[config.mk]
export PLATFORM = sky130hd
export DESIGN_NAME = fmm_mac
export DESIGN_NICKNAME = d
export VERILOG_FILES = /design/src/fmm_pkg.sv /design/src/fmm_mac.sv
export SDC_FILE = /design/constraint.sdc
export NUM_CORES = 2
export LEC_CHECK = 0
export BUFFER_PORTS_ARGS = -buffer_cell sky130_fd_sc_hd__buf_2
export CORE_UTILIZATION = 62
export DETAILED_ROUTE_END_ITERATION = 7
export PLACE_DENSITY = 0.86
export SYNTH_ARGS = -nofsm -noshare
export SYNTH_HDL_FRONTEND = slang
export SYNTH_SLANG_ARGS = --single-unit
[constraint.sdc]
create_clock -name clk -period 13.5 [get_ports clk]
set_input_delay 2.025 -clock clk [delete_from_list [all_inputs] [get_ports clk]]
set_output_delay 2.025 -clock clk [all_outputs]
set_load 0.01 [all_outputs]
[src/fmm_pkg.sv]
// ----------------------------------------------------------------------------
// fmm_pkg
// Shared types for the fixed-point row matrix multiplier: the transaction
// opcodes and the control bundle that the sequencer hands to the
// multiply-accumulate unit.
// ----------------------------------------------------------------------------
package fmm_pkg;

  // Input transaction opcodes, carried in in_tuser
  typedef enum logic [1:0] {
    OP_WR_LEFT  = 2'd0,
    OP_WR_RIGHT = 2'd1,
    OP_COMPUTE  = 2'd2,
    OP_CLR_LEFT = 2'd3
  } op_t;

  // Per-term control for the multiply-accumulate unit
  typedef struct packed {
    logic valid;  // operand pair present at the unit inputs
    logic first;  // first term of a dot product: restart the sum
    logic last;   // final term of a dot product: mark the sum done
    logic take;   // finished sum consumed by the sequencer
  } mac_ctl_t;

endpackage

[src/fmm_mac.sv]
// ----------------------------------------------------------------------------
// fmm_mac
// Shared multiply-accumulate unit: one registered product per cycle, an exact
// wide sum, then rounding to Q16.16 (half toward plus infinity) and
// saturation to DATA_W signed bits.
// ----------------------------------------------------------------------------
module fmm_mac
  import fmm_pkg::*;
#(
  parameter int DATA_W = 32,
  parameter int TERMS  = 6
) (
  input  logic                     clk,
  input  logic                     rst_n,
  input  mac_ctl_t                 ctl,
  input  logic signed [DATA_W-1:0] a,
  input  logic signed [DATA_W-1:0] b,
  output logic                     done,
  output logic signed [DATA_W-1:0] result
);

  localparam int FRAC_BITS = 16;
  localparam int PROD_W    = 2 * DATA_W;
  localparam int ACC_W     = PROD_W + $clog2(TERMS) + 1;
  localparam int SH_W      = ACC_W - FRAC_BITS;

  logic signed [PROD_W-1:0] prod_r;
  logic                     pv_r;
  logic                     pf_r;
  logic                     pl_r;
  logic signed [ACC_W-1:0]  acc_r;
  logic                     done_r;
  logic [ACC_W-1:0]         rnd;
  logic [SH_W-1:0]          sh;
  logic [SH_W-DATA_W:0]     hi;

  // Product stage
  always_ff @(posedge clk) begin
    if (ctl.valid) begin
      prod_r <= a * b;
    end
  end

  always_ff @(posedge clk) begin
    if (!rst_n) begin
      pv_r <= 1'b0;
      pf_r <= 1'b0;
      pl_r <= 1'b0;
    end else begin
      pv_r <= ctl.valid;
      pf_r <= ctl.first;
      pl_r <= ctl.last;
    end
  end

  // Accumulate stage; restart the sum on the first term
  always_ff @(posedge clk) begin
    if (pv_r) begin
      acc_r <= (pf_r ? ACC_W'(0) : acc_r) + ACC_W'(prod_r);
    end
  end

  // Hold the done mark until the sequencer takes the sum
  always_ff @(posedge clk) begin
    if (!rst_n) begin
      done_r <= 1'b0;
    end else if (pv_r && pl_r) begin
      done_r <= 1'b1;
    end else if (ctl.take) begin
      done_r <= 1'b0;
    end
  end

  // Round to nearest, ties up, then saturate
  always_comb begin
    rnd = acc_r + ACC_W'(1 << (FRAC_BITS - 1));
    sh  = rnd[ACC_W-1:FRAC_BITS];
    hi  = sh[SH_W-1:DATA_W-1];
    if (&hi || !(|hi)) begin
      result = sh[DATA_W-1:0];
    end else if (!sh[SH_W-1]) begin
      result = {1'b0, {(DATA_W-1){1'b1}}};
    end else begin
      result = {1'b1, {(DATA_W-1){1'b0}}};
    end
  end

  assign done = done_r;

endmodule

* After elaboration in Yosys (flattened, before gate mapping) *
Index checks and enable logic that the tools add are counted.

operators by class
  add/sub/neg operators = 2
  multiply operators = 1
  reductions and logical operators = 6
  mux-type cells = 5

operator list
  kind                                                               count
  68-bit by 17-bit adder with 68-bit output (second input constant)  1
  68-bit by 64-bit adder with 68-bit output                          1
  68-bit two-way mux                                                 1
  32-bit by 32-bit multiplier with 64-bit output                     1
  32-bit two-way mux                                                 2
  21-bit AND reduction                                               1
  21-bit OR reduction                                                1
  1-bit two-way mux                                                  2
  2-bit nonzero test                                                 1
  1-bit logical AND                                                  1
  1-bit logical NOT                                                  1
  1-bit logical OR                                                   1

storage, ports and cells
  output and inout bits = 33
  input bits = 70
  register bits = 136

* Longest topological paths before layout *
  depth in word-level cells = 5
  depth in mapped cells = 28

* Worst setup path after synthesis *
No wires, ideal clock.

  path kind = input-to-reg
  start = input a[31]
  end = register prod_r[62], data pin
  stages = 26
  setup time = 258 ps
  arrival time = 9,198 ps
  path slack = 4,044 ps
  path through = clkbuf_1 nand2_1 inv_1 fa_1 inv_1 fa_1 inv_1 fa_1 fa_1 inv_1 fa_1 inv_1 fa_1 inv_1 fa_1 inv_1 fa_1 ha_1 buf_1 nand4_1 a221o_1 a21oi_1 a21bo_1 a311oi_1 a31oi_1 xnor2_1

between the ends
  longest elaborated chain between the ends = 1

RTL lines
  element                                         line           text
  start, declared                                 fmm_mac.sv:16  input logic signed [DATA_W-1:0] a,
  32-bit by 32-bit multiplier with 64-bit output  fmm_mac.sv:40  prod_r <= a * b;
  end signal, assigned                            fmm_mac.sv:40
  end, declared                                   fmm_mac.sv:27  logic signed [PROD_W-1:0] prod_r;

Every way passes these cells.
A chain may end at the register's enable or synchronous reset.

* Final worst setup path *
  start = input a[31]
  end = register prod_r[63], data pin

The elaborated chain is that of the path after synthesis.

==> impl_metrics.csv <==
group,metric,value,unit
sta,hold_viol,0,
setup_path,worst_path_max_delay_cell,"fa_1",
global_routing,antenna_found_initial,7,
logic_synthesis,synth_top_area_share,0.466,
logic_synthesis,synth_area_leaders,"fa_1 (47%), inv_1 (8.5%), edfxtp_1 (8.5%), ha_1 (6.8%), and2_1 (6.8%)",
layout,drive_gt1_frac,0.0419,
logic_synthesis,synth_seq_cells,136,
logic_synthesis,avgSynthCellArea,9.31,um2
setup_path,required,13750,ps
outcome,status,"completed",
clocking,clk_latency,450,ps
global_routing,grt_pass1_wl,194000,um
logic_synthesis,synth.most_common_cell,"fa_1",
clocking,clk_path_buf_depth,2,
layout,multiInputGateArea,0.0375,mm2
setup_path,path_common_cell,"fa_1",
place,portBuffers,102,
clocking,post-cts-setup-buffer-count,0,
layout,num-fill-cells,5690,
sta,tns,0,ps
route,final_antenna_net_count,0,
route,vias,34500,
die,ios,103,
die,fp.coreArea,0.0743,mm2
die,die_area,0.0761,mm2
sta,finalCriticalPeriod,10110,ps
sta,finalCritPeriodShare,0.749,
sta,finalSetupViolations,0,
sta,hold_slack,450,ps
worst_hold_path,hold_path_class,"reg -> reg",
die,die_h,276,um
logic_synthesis,synthMuxAreaShare,0.00110,
logic_synthesis,synth_top_family_by_area,"adder cells",
setup_path,crit_buf_inv,8,
sta,rsz0062_at_grt,"false",
logic_synthesis,synth_compound_area_frac,0.0746,
logic_synthesis,synth.net_count,6399,
clocking,ctsHoldBuffers,0,
clocking,cts_root_buf,"clkbuf_16",
setup_path,max_stage_delay,930,ps
route,drt-initial-drc-count,3066,
global_routing,grt_max_degree,69,
clocking,cts_buffers,17,
job,cap_violations,0,
route,dr.pass1.iters,6,
logic_synthesis,yosysWarningCount,0,
setup_path,cp-start-kind,"input pin",
clocking,ctsResizeCount,0,
logic_synthesis,synth_adder_area_share,0.534,
setup_path,cp_max_fo,32,
layout,area_growth,3.19,%
layout,instances_no_fill,5862,
global_routing,grt_pass1_vias,36600,
route,drt-wirelength-per-cell,20.6,um
logic_synthesis,ys_seq_area_frac,0.0870,
logic_synthesis,synth_cell_types,83,
clocking,cts.sinks,136,
die,dieWidth,276,um
sta,slew_violations,0,
route,via_per_inst,5.88,
logic_synthesis,synth_area,0.0465,mm2
logic_synthesis,synthSimpleGateAreaFrac,0.166,
die,initial_core_util,0.626,
setup_path,crit_path_end_kind,"register",
setup_path,worst_ep_arrival_time,10360,ps
layout,regArea,0.00405,mm2
setup_path,critical_path_class,"in -> reg",
place,placed_cells,5827,
clocking,cts_htree_levels,4,
global_routing,grtUsageTotal,0.330,
place,gp_congestion,0.970,
setup_path,crit_family,"adder cells",
layout,final_util,0.646,
clocking,clk_transition_reported_paths,70,ps
logic_synthesis,synth_xor_area_frac,0.0311,
logic_synthesis,yosys.area.top_type,"fa_1",
place,hpwlAfterDp,95000,um
sta,relSlewSlack,0.325,
sta,worst_pin_slew,1010,ps
die,num_rows,100,
sta,fmax,98.9,MHz
sta,skew,17.1,ps
route,drc,0,
global_routing,grt-ovfl-total,0,
logic_synthesis,syn_inst,4994,
route,drt-total-wl,121000,um
logic_synthesis,async_reset_ff_frac,0,
logic_synthesis,synth_ff_type,"edfxtp_1",
layout,final_nets,6282,
clocking,cts_tree,"yes",
logic_synthesis,synth-edff-count,132,
logic_synthesis,netlist_top_cells_count,"fa_1 (1083), inv_1 (1059), nand2_1 (600)",
[cell type report]
type / instances / share of cell area
sequential: 136 / 0.0843
timing repair buffer: 115 / 0.0127
tap: 969 / 0.0253
multi-input combinational: 3548 / 0.782
clock inverter: 15 / 0.00409
clock buffer: 17 / 0.00886
antenna: 3 / 0.000156
inverter: 1059 / 0.0828
[cell usage in the layout (no fill, tap or decap), drive strengths merged, types with 21 or more instances in the layout]
master  Yosys  routed
fa       1083    1083
inv      1059    1067
nand2     600     600
and2      502     502
ha        252     252
a21oi     169     169
nor2      135     135
edfxtp    132     132
buf        13     115
xnor2     105     105
a21o       81      81
o21ai      79      79
nor2b      73      73
xor2       60      60
nand3      56      56
nor3       31      31
nand4      30      30
and3       29      29
a31oi      28      28
o21bai     21      21
[metrics by stage]
stage | worst slack, ps | cell area, um2
global route | 2900 | 48000
floorplan | 4040 | 46500
finish | 3390 | 48000
CTS | 3510 | 48000
detailed placement | 3040 | 47400
global placement | 3180 | 47400
[registers in the layout, summed over array words and instances, names as in the netlist]
name,flops
pv_r,1
done,1
pl_r,1
prod_r,64
acc_r,68
pf_r,1
[routing by layer]
| layer | up-vias | routed length, um | GRT usage |
|---|---|---|---|
| met5 | - | 51 | 0 |
| met4 | 8 | 4330 | 0.114 |
| met3 | 340 | 15500 | 0.0949 |
| met2 | 2038 | 53900 | 0.506 |
| met1 | 17200 | 47000 | 0.453 |
| li1 | 14900 | - | - |
[worst paths after layout]
check | startpoint | endpoint | slack, ps | cells past startpoint
min | pl_r$_SDFF_PN0_ | done$_SDFFE_PN0P_ | 450 | 2
min reg2reg | pl_r$_SDFF_PN0_ | done$_SDFFE_PN0P_ | 450 | 2
max reg2reg | pf_r$_SDFF_PN0_ | acc_r[65]$_DFFE_PP_ | 8730 | 13
max | a[31] | prod_r[63]$_DFFE_PP_ | 3390 | 25
[kinds of logic after synthesis]
group           count (synthesis)
fa+ha+maj                    1335
buf+inv                      1310
mux                             5
simple gates                 1528
xor+xnor                      165
compound gates                515
flops                         136
[worst register-to-register path, cell delays in order, from the launching register on]
cell       delay (ps)
dfxtp_2           320
buf_4             530
nand2b_1          310
inv_1              60
ha_1              290
a211oi_1          340
o21ai_1           170
a41o_1            320
a2111oi_0         720
nor3_1            270
a211oi_2          510
o21ai_1           200
o41ai_1           370
xnor2_1           110
Power is not shown: default switching activity piles up to over one toggle a cycle in this logic, so the estimate is an artifact.
