**src/fmm_store.sv**
```systemverilog
// ----------------------------------------------------------------------------
// fmm_store
// Element store: one write port, one registered read port, and a valid bit
// per entry so that reset and a clear make every entry read as zero.
// ----------------------------------------------------------------------------
module fmm_store #(
  parameter int DEPTH  = 60,
  parameter int DATA_W = 32,
  parameter int ADDR_W = (DEPTH > 1) ? $clog2(DEPTH) : 1
) (
  input  logic              clk,
  input  logic              rst_n,
  input  logic              clr,
  input  logic              we,
  input  logic [ADDR_W-1:0] waddr,
  input  logic [DATA_W-1:0] wdata,
  input  logic [ADDR_W-1:0] raddr,
  output logic [DATA_W-1:0] rdata
);

  logic [DATA_W-1:0] mem [DEPTH];
  logic [DEPTH-1:0]  valid_r;
  logic [DATA_W-1:0] rdata_r;
  logic              rvalid_r;

  // Write the array and read it through a register
  always_ff @(posedge clk) begin
    if (we) begin
      mem[waddr] <= wdata;
    end
    rdata_r <= mem[raddr];
  end

  // Track written entries; clear drops them all at once
  always_ff @(posedge clk) begin
    if (!rst_n || clr) begin
      valid_r  <= '0;
      rvalid_r <= 1'b0;
    end else begin
      if (we) begin
        valid_r[waddr] <= 1'b1;
      end
      rvalid_r <= valid_r[raddr];
    end
  end

  assign rdata = rvalid_r ? rdata_r : '0;

endmodule

```
**config.mk**
```make
export PLATFORM = sky130hd
export DESIGN_NAME = fmm_store
export DESIGN_NICKNAME = d
export VERILOG_FILES = /design/src/fmm_store.sv
export SDC_FILE = /design/constraint.sdc
export NUM_CORES = 2
export LEC_CHECK = 0
export BUFFER_PORTS_ARGS = -buffer_cell sky130_fd_sc_hd__buf_4
export CAP_MARGIN = 20
export CORE_MARGIN = 1
export CORE_UTILIZATION = 40
export CTS_BUF_LIST = sky130_fd_sc_hd__clkbuf_8
export DETAILED_ROUTE_END_ITERATION = 6
export PLACE_DENSITY = 0.52
export SYNTH_ARGS = -nofsm -noshare
export SYNTH_HDL_FRONTEND = slang
export SYNTH_SLANG_ARGS = --single-unit
```
**constraint.sdc**
```tcl
create_clock -name clk -period 11 [get_ports clk]
set_clock_uncertainty 0.05 [all_clocks]
set_input_delay 1.1 -clock clk [delete_from_list [all_inputs] [get_ports clk]]
set_output_delay 1.1 -clock clk [all_outputs]
set_load 0.1 [all_outputs]
```
# [Word level (Yosys, flattened, before mapping)]
# Memories as Yosys holds them, arrays and structs flattened. A register that Yosys moved wholly into a read port is not among the register bits.
# Cells that the tools add are included.
[word_totals] reg_bits=61 ram_bits=1920 inputBits=48 wordCells=17 mem_count=1
[op_classes] order_cmp=3 muxes=7 n_bitwise=1 reduce_logical=3
[memory_table] name="mem" depth=60 word_bits=32 read_ports=1 rd_clocked_by_memory_dff=1 wr=1 line_no="21" source="logic [DATA_W-1:0] mem [DEPTH];"
[op_table] op="60-bit OR" count=1
[op_table] op="32-bit 2-to-1 mux" count=1
[op_table] op="6-bit by 7-bit less-than comparator with 1-bit output, second input constant" count=2
[op_table] op="1-bit binary-select mux with 6-bit select" count=1
[op_table] op="1-bit demux with 6-bit select" count=1
[op_table] op="6-bit by 1-bit >= comparator with 1-bit output, second input constant" count=1
[op_table] op="1-bit 2-to-1 mux" count=4
[op_table] op="1-bit logical AND" count=1
[op_table] op="1-bit zero test" count=1
[op_table] op="1-bit logical OR" count=1

# [Depth between registers and ports, before layout]
[logic_depth] depth_word=5 ltp_mapped=10

# [Worst setup path after synthesis]
# OpenSTA, ideal clock, no wires.
[synth_path] path_kind="input-to-reg" start="in waddr[3]" end="mem mem[36][0], enable pin" setup_ns=0.463 arrival_ns=3.823 slack_ns=6.664 stages=4 path_buffers=1 cell_sequence="clkbuf_1 nor2_1 nand4_1 nor3_1"
[synth_rtl] item="start, declared" line_no="15" source="input logic [ADDR_W-1:0] waddr,"
[synth_rtl] item="end, declared" line_no="21"
# No word-level cell before the write port.

==> impl_metrics.tcl <==
set metrics [dict create \
    result_of_the_run "completed" \
    postSynth.topFlopCell "sky130_fd_sc_hd__edfxtp_1" \
    synth_compound_gate_area_share_pct 4.25 \
    synth_xor_area_share_pct 0 \
    power.sequential.fraction_pct 55.8 \
    ioPinCount 80 \
    final_critical_path_setup_slack_ns 7.18 \
    ys_warn_count 0 \
    maximum_number_of_pins_on_one_net_before_global_route_repair 113 \
    synth-adder-area-share_pct 0 \
    final_cells 6642 \
    cts_root_buffer "sky130_fd_sc_hd__clkbuf_8" \
    cp_slowest_stage_delay_ns 0.72 \
    drv_slew 0 \
    dp_hpwl_um 114000 \
    gp_congestion 0.775 \
    dr_wl_cell_um 32.3 \
    remaining_max_slew_budget_at_the_tightest_pin_pct 28.7 \
    clkPwrFrac_pct 39.2 \
    synth_sequential_area_ratio_pct 77.9 \
    grt_antenna_before_repair 18 \
    num_rows 160 \
    comb_power_share_pct 5.0 \
    ir_worst_vdd_v 0.000124 \
    smallest_hold_slack_ns 0.412 \
    aggregate_global_route_resource_usage_pct 22.3 \
    static-leakage-power_nw 27.8 \
    timing.setup.critical_path_class "in2reg" \
    cp_common_cell "sky130_fd_sc_hd__buf_4" \
    drt_pass1_iterations 5 \
    finalCriticalPeriod_ns 3.82 \
    actual_slew_at_the_worst_max_slew_pin_ns 1.07 \
    tritoncts_num_sinks 2013 \
    first_pass_grt_wire_length_um 301000 \
    grt_pass1_vias 39148 \
    worstSetupEndpointType "register" \
    portBuffers 79 \
    area.growth.synth_to_final_pct 13.0 \
    initial_utilization_pct 40.2 \
    final_stage_net_count 3930 \
    finalCoreUtilization_pct 45.5 \
    mappedNetlistArea_um2 76400 \
    ys_types 47 \
    crit_chain "buf_8 -> buf_4 -> buf_4 -> mux4_2 -> nand2_1 -> o2111ai_1 -> o21ai_0 -> a211oi_1" \
    setup-violations-final 0 \
    numCtsBuffers 345 \
    layout-drive-gt1-share_pct 25.2 \
    die_ar_um2 193000 \
    number_of_post_cts_setup_repair_buffers 0 \
    synth_fp_nets 3601 \
    vias_per_cell 5.68 \
    power.internal_w 0.0117 \
    cp_data_required_time_ns 11.78 \
    maxCapViolations 0 \
    maxClockFrequency_ghz 0.262 \
    routed-via-count 37744 \
    switching_share_pct 22.7 \
    synth_cells 3553 \
    synth_enable_flop_cells 1920 \
    fin_crit_sh_pct 34.7 \
    global_route.overflow_total 0 \
    path_clk_slew_ns 0.06 \
    numPlacedInstances 6046 \
    pre_cts_ws_ns 5.91 \
    synth_top_family_by_area "multiplexers" \
    detail-route-antenna-nets 0 \
    cts_hold_buffers 0 \
    cts.htree.levels 5 \
    timing_hold_violations_final 0 \
    first_iter_violations 3482 \
    die_width_um 439 \
    insertion_delay_ns 1.04 \
    drt_drc_violations_left 0 \
    p_switching_w 0.00345 \
    pwr_density_cell_nw_per_um2 176 \
    core-area_um2 190000 \
    die_height_um 439 \
    synth_simple_gate_area_share_pct 1.37 \
    post_cts_resize_count 0 \
    crit_fanout 62 \
    share_of_flip_flops_with_an_asynchronous_set_or_reset_after_synthesis_pct 0 \
    cp-start-kind "input pin" \
    postSynthRegisterBits 2013 \
    syn_area_per_cell_um2 21.5 \
    cell_type_of_the_slowest_stage_on_the_worst_timing_path "sky130_fd_sc_hd__o21ai_0" \
    rsz0062_at_grt "no" \
    clockBufferDepth 4 \
    post_synth_mux_area_share_pct 15.0 \
    wirelength_um 214000 \
    hold_class "reg2reg" \
    totalNegativeSetupSlack_ns 0 \
    cp.arrival_ns 4.60 \
    tritoncts_clock_tree "built" \
]
==> cells by family (layout without fill, tap and decap cells) <==
kind of cell    after synthesis  after routing
simple gates                230            230
compound gates              437            437
buf+inv                     212            781
flops                      2013           2013
mux                         661            661
other cells                   0              9
==> critical path: cells and delay by family <==
kind            cells  cell delay [ns]
buf+inv             3             1.83
compound gates      3             1.11
mux                 1             0.40
simple gates        1             0.08
==> area by class of cell <==
type                       instances  area, µm²
fill                           15991     104000
sequential                      2013      59500
multi-input combinational       1328      16200
clock buffer                     359       4940
tap                             2511       3140
timing repair buffer             192       1550
clock inverter                   228        956
antenna                            9       22.5
inverter                           2       7.51
==> routing by layer <==
metal	routed length (µm)	share of wire [%]	global-route usage, %
met5	19	0.0089	0
met4	5490	2.6	6.68
met3	12000	5.6	3.86
met2	106000	50	36.9
met1	90600	42	30.0
==> synth_stat cells (4+ instances only) <==
cell type                   instances  share of area (%)
sky130_fd_sc_hd__nor2_1           107               0.53
sky130_fd_sc_hd__a21oi_1           68               0.45
sky130_fd_sc_hd__buf_2             33               0.22
sky130_fd_sc_hd__a22oi_1           71               0.70
sky130_fd_sc_hd__dfxtp_1           93                2.4
sky130_fd_sc_hd__o21ai_0           26               0.17
sky130_fd_sc_hd__a211o_1            4              0.046
sky130_fd_sc_hd__mux2i_1          272                3.6
sky130_fd_sc_hd__a221oi_1           7              0.080
sky130_fd_sc_hd__a221o_1            9               0.12
sky130_fd_sc_hd__o2111ai_1          6              0.069
sky130_fd_sc_hd__a2111oi_0         31               0.36
sky130_fd_sc_hd__a22o_1            16               0.18
sky130_fd_sc_hd__edfxtp_1        1920                 75
sky130_fd_sc_hd__mux2_2             5              0.074
sky130_fd_sc_hd__nand3b_1           5              0.049
sky130_fd_sc_hd__buf_4             31               0.30
sky130_fd_sc_hd__o221ai_1          74               0.85
sky130_fd_sc_hd__nand4_1            4              0.033
sky130_fd_sc_hd__o22ai_1           11              0.090
sky130_fd_sc_hd__clkbuf_1         110               0.54
sky130_fd_sc_hd__and2_1            39               0.32
sky130_fd_sc_hd__nand2_1           49               0.24
sky130_fd_sc_hd__a211oi_1          15               0.15
sky130_fd_sc_hd__buf_12             6               0.16
sky130_fd_sc_hd__buf_6             17               0.25
sky130_fd_sc_hd__o21a_1            60               0.59
sky130_fd_sc_hd__buf_1             13              0.064
sky130_fd_sc_hd__a32o_1             6              0.079
sky130_fd_sc_hd__nand3_1            9              0.059
sky130_fd_sc_hd__nor2b_1            8              0.065
sky130_fd_sc_hd__o211ai_1          20               0.20
sky130_fd_sc_hd__o21ai_1            6              0.039
sky130_fd_sc_hd__mux4_2           384                 11
==> registers in the layout (all words and copies together) (netlist names) <==
signal,count
valid_r,60
mem,1920
rdata_r,32
rvalid_r,1
==> layout by cell type (no fill, tap or decap), types with 5 or more instances in the layout <==
master,netlist,final
sky130_fd_sc_hd__o2111ai_1,6,6
sky130_fd_sc_hd__nand2_1,49,49
sky130_fd_sc_hd__a221o_1,9,9
sky130_fd_sc_hd__o211ai_1,20,20
sky130_fd_sc_hd__buf_12,6,7
sky130_fd_sc_hd__o21ai_0,26,26
sky130_fd_sc_hd__edfxtp_1,1920,1920
sky130_fd_sc_hd__o21ai_1,6,6
sky130_fd_sc_hd__o21a_1,60,60
sky130_fd_sc_hd__clkinv_2,0,18
sky130_fd_sc_hd__inv_1,1,127
sky130_fd_sc_hd__a21oi_1,68,68
sky130_fd_sc_hd__a22oi_1,71,71
sky130_fd_sc_hd__a2111oi_0,31,22
sky130_fd_sc_hd__o221ai_1,74,74
sky130_fd_sc_hd__buf_4,31,174
sky130_fd_sc_hd__nor2_4,0,59
sky130_fd_sc_hd__a22o_1,16,16
sky130_fd_sc_hd__clkbuf_8,0,359
sky130_fd_sc_hd__mux2i_1,272,272
sky130_fd_sc_hd__nor2_1,107,47
sky130_fd_sc_hd__mux2_2,5,5
sky130_fd_sc_hd__a211oi_1,15,15
sky130_fd_sc_hd__clkinv_1,1,76
sky130_fd_sc_hd__mux4_2,384,384
sky130_fd_sc_hd__o22ai_1,11,11
sky130_fd_sc_hd__a2111oi_1,0,8
sky130_fd_sc_hd__a32o_1,6,6
sky130_fd_sc_hd__nand3b_1,5,5
sky130_fd_sc_hd__a221oi_1,7,7
sky130_fd_sc_hd__nand3_1,9,8
sky130_fd_sc_hd__dfxtp_1,93,92
sky130_fd_sc_hd__diode_2,0,9
sky130_fd_sc_hd__and2_1,39,38
==> power groups by stage <==
stage               clock network (W)  logic (W)  registers (W)
floorplan                           0   0.000429        0.00863
global placement                    0   0.000758        0.00865
detailed placement                  0   0.000768        0.00865
CTS                           0.00610   0.000769        0.00849
global route                  0.00642   0.000799        0.00849
finish                        0.00596   0.000754        0.00849
==> through the flow <==
stage                     area (µm²)  total power, W
after floorplan                76400         0.00906
after global placement         80400         0.00940
after detailed placement       80400         0.00941
after CTS                      86300          0.0154
after global routing           86300          0.0157
final                          86400          0.0152
==> final timing paths <==
path,start,to,slack (ns),cells after the start
worst max register to register,mem[7][10],rdata_r[10],8.62,6
worst min register to register,valid_r[17],valid_r[17],0.41,1
worst min-delay path,valid_r[17],valid_r[17],0.41,1
worst max-delay path,raddr[2],rdata_r[12],7.18,8
(Power assumes the default switching activity.)
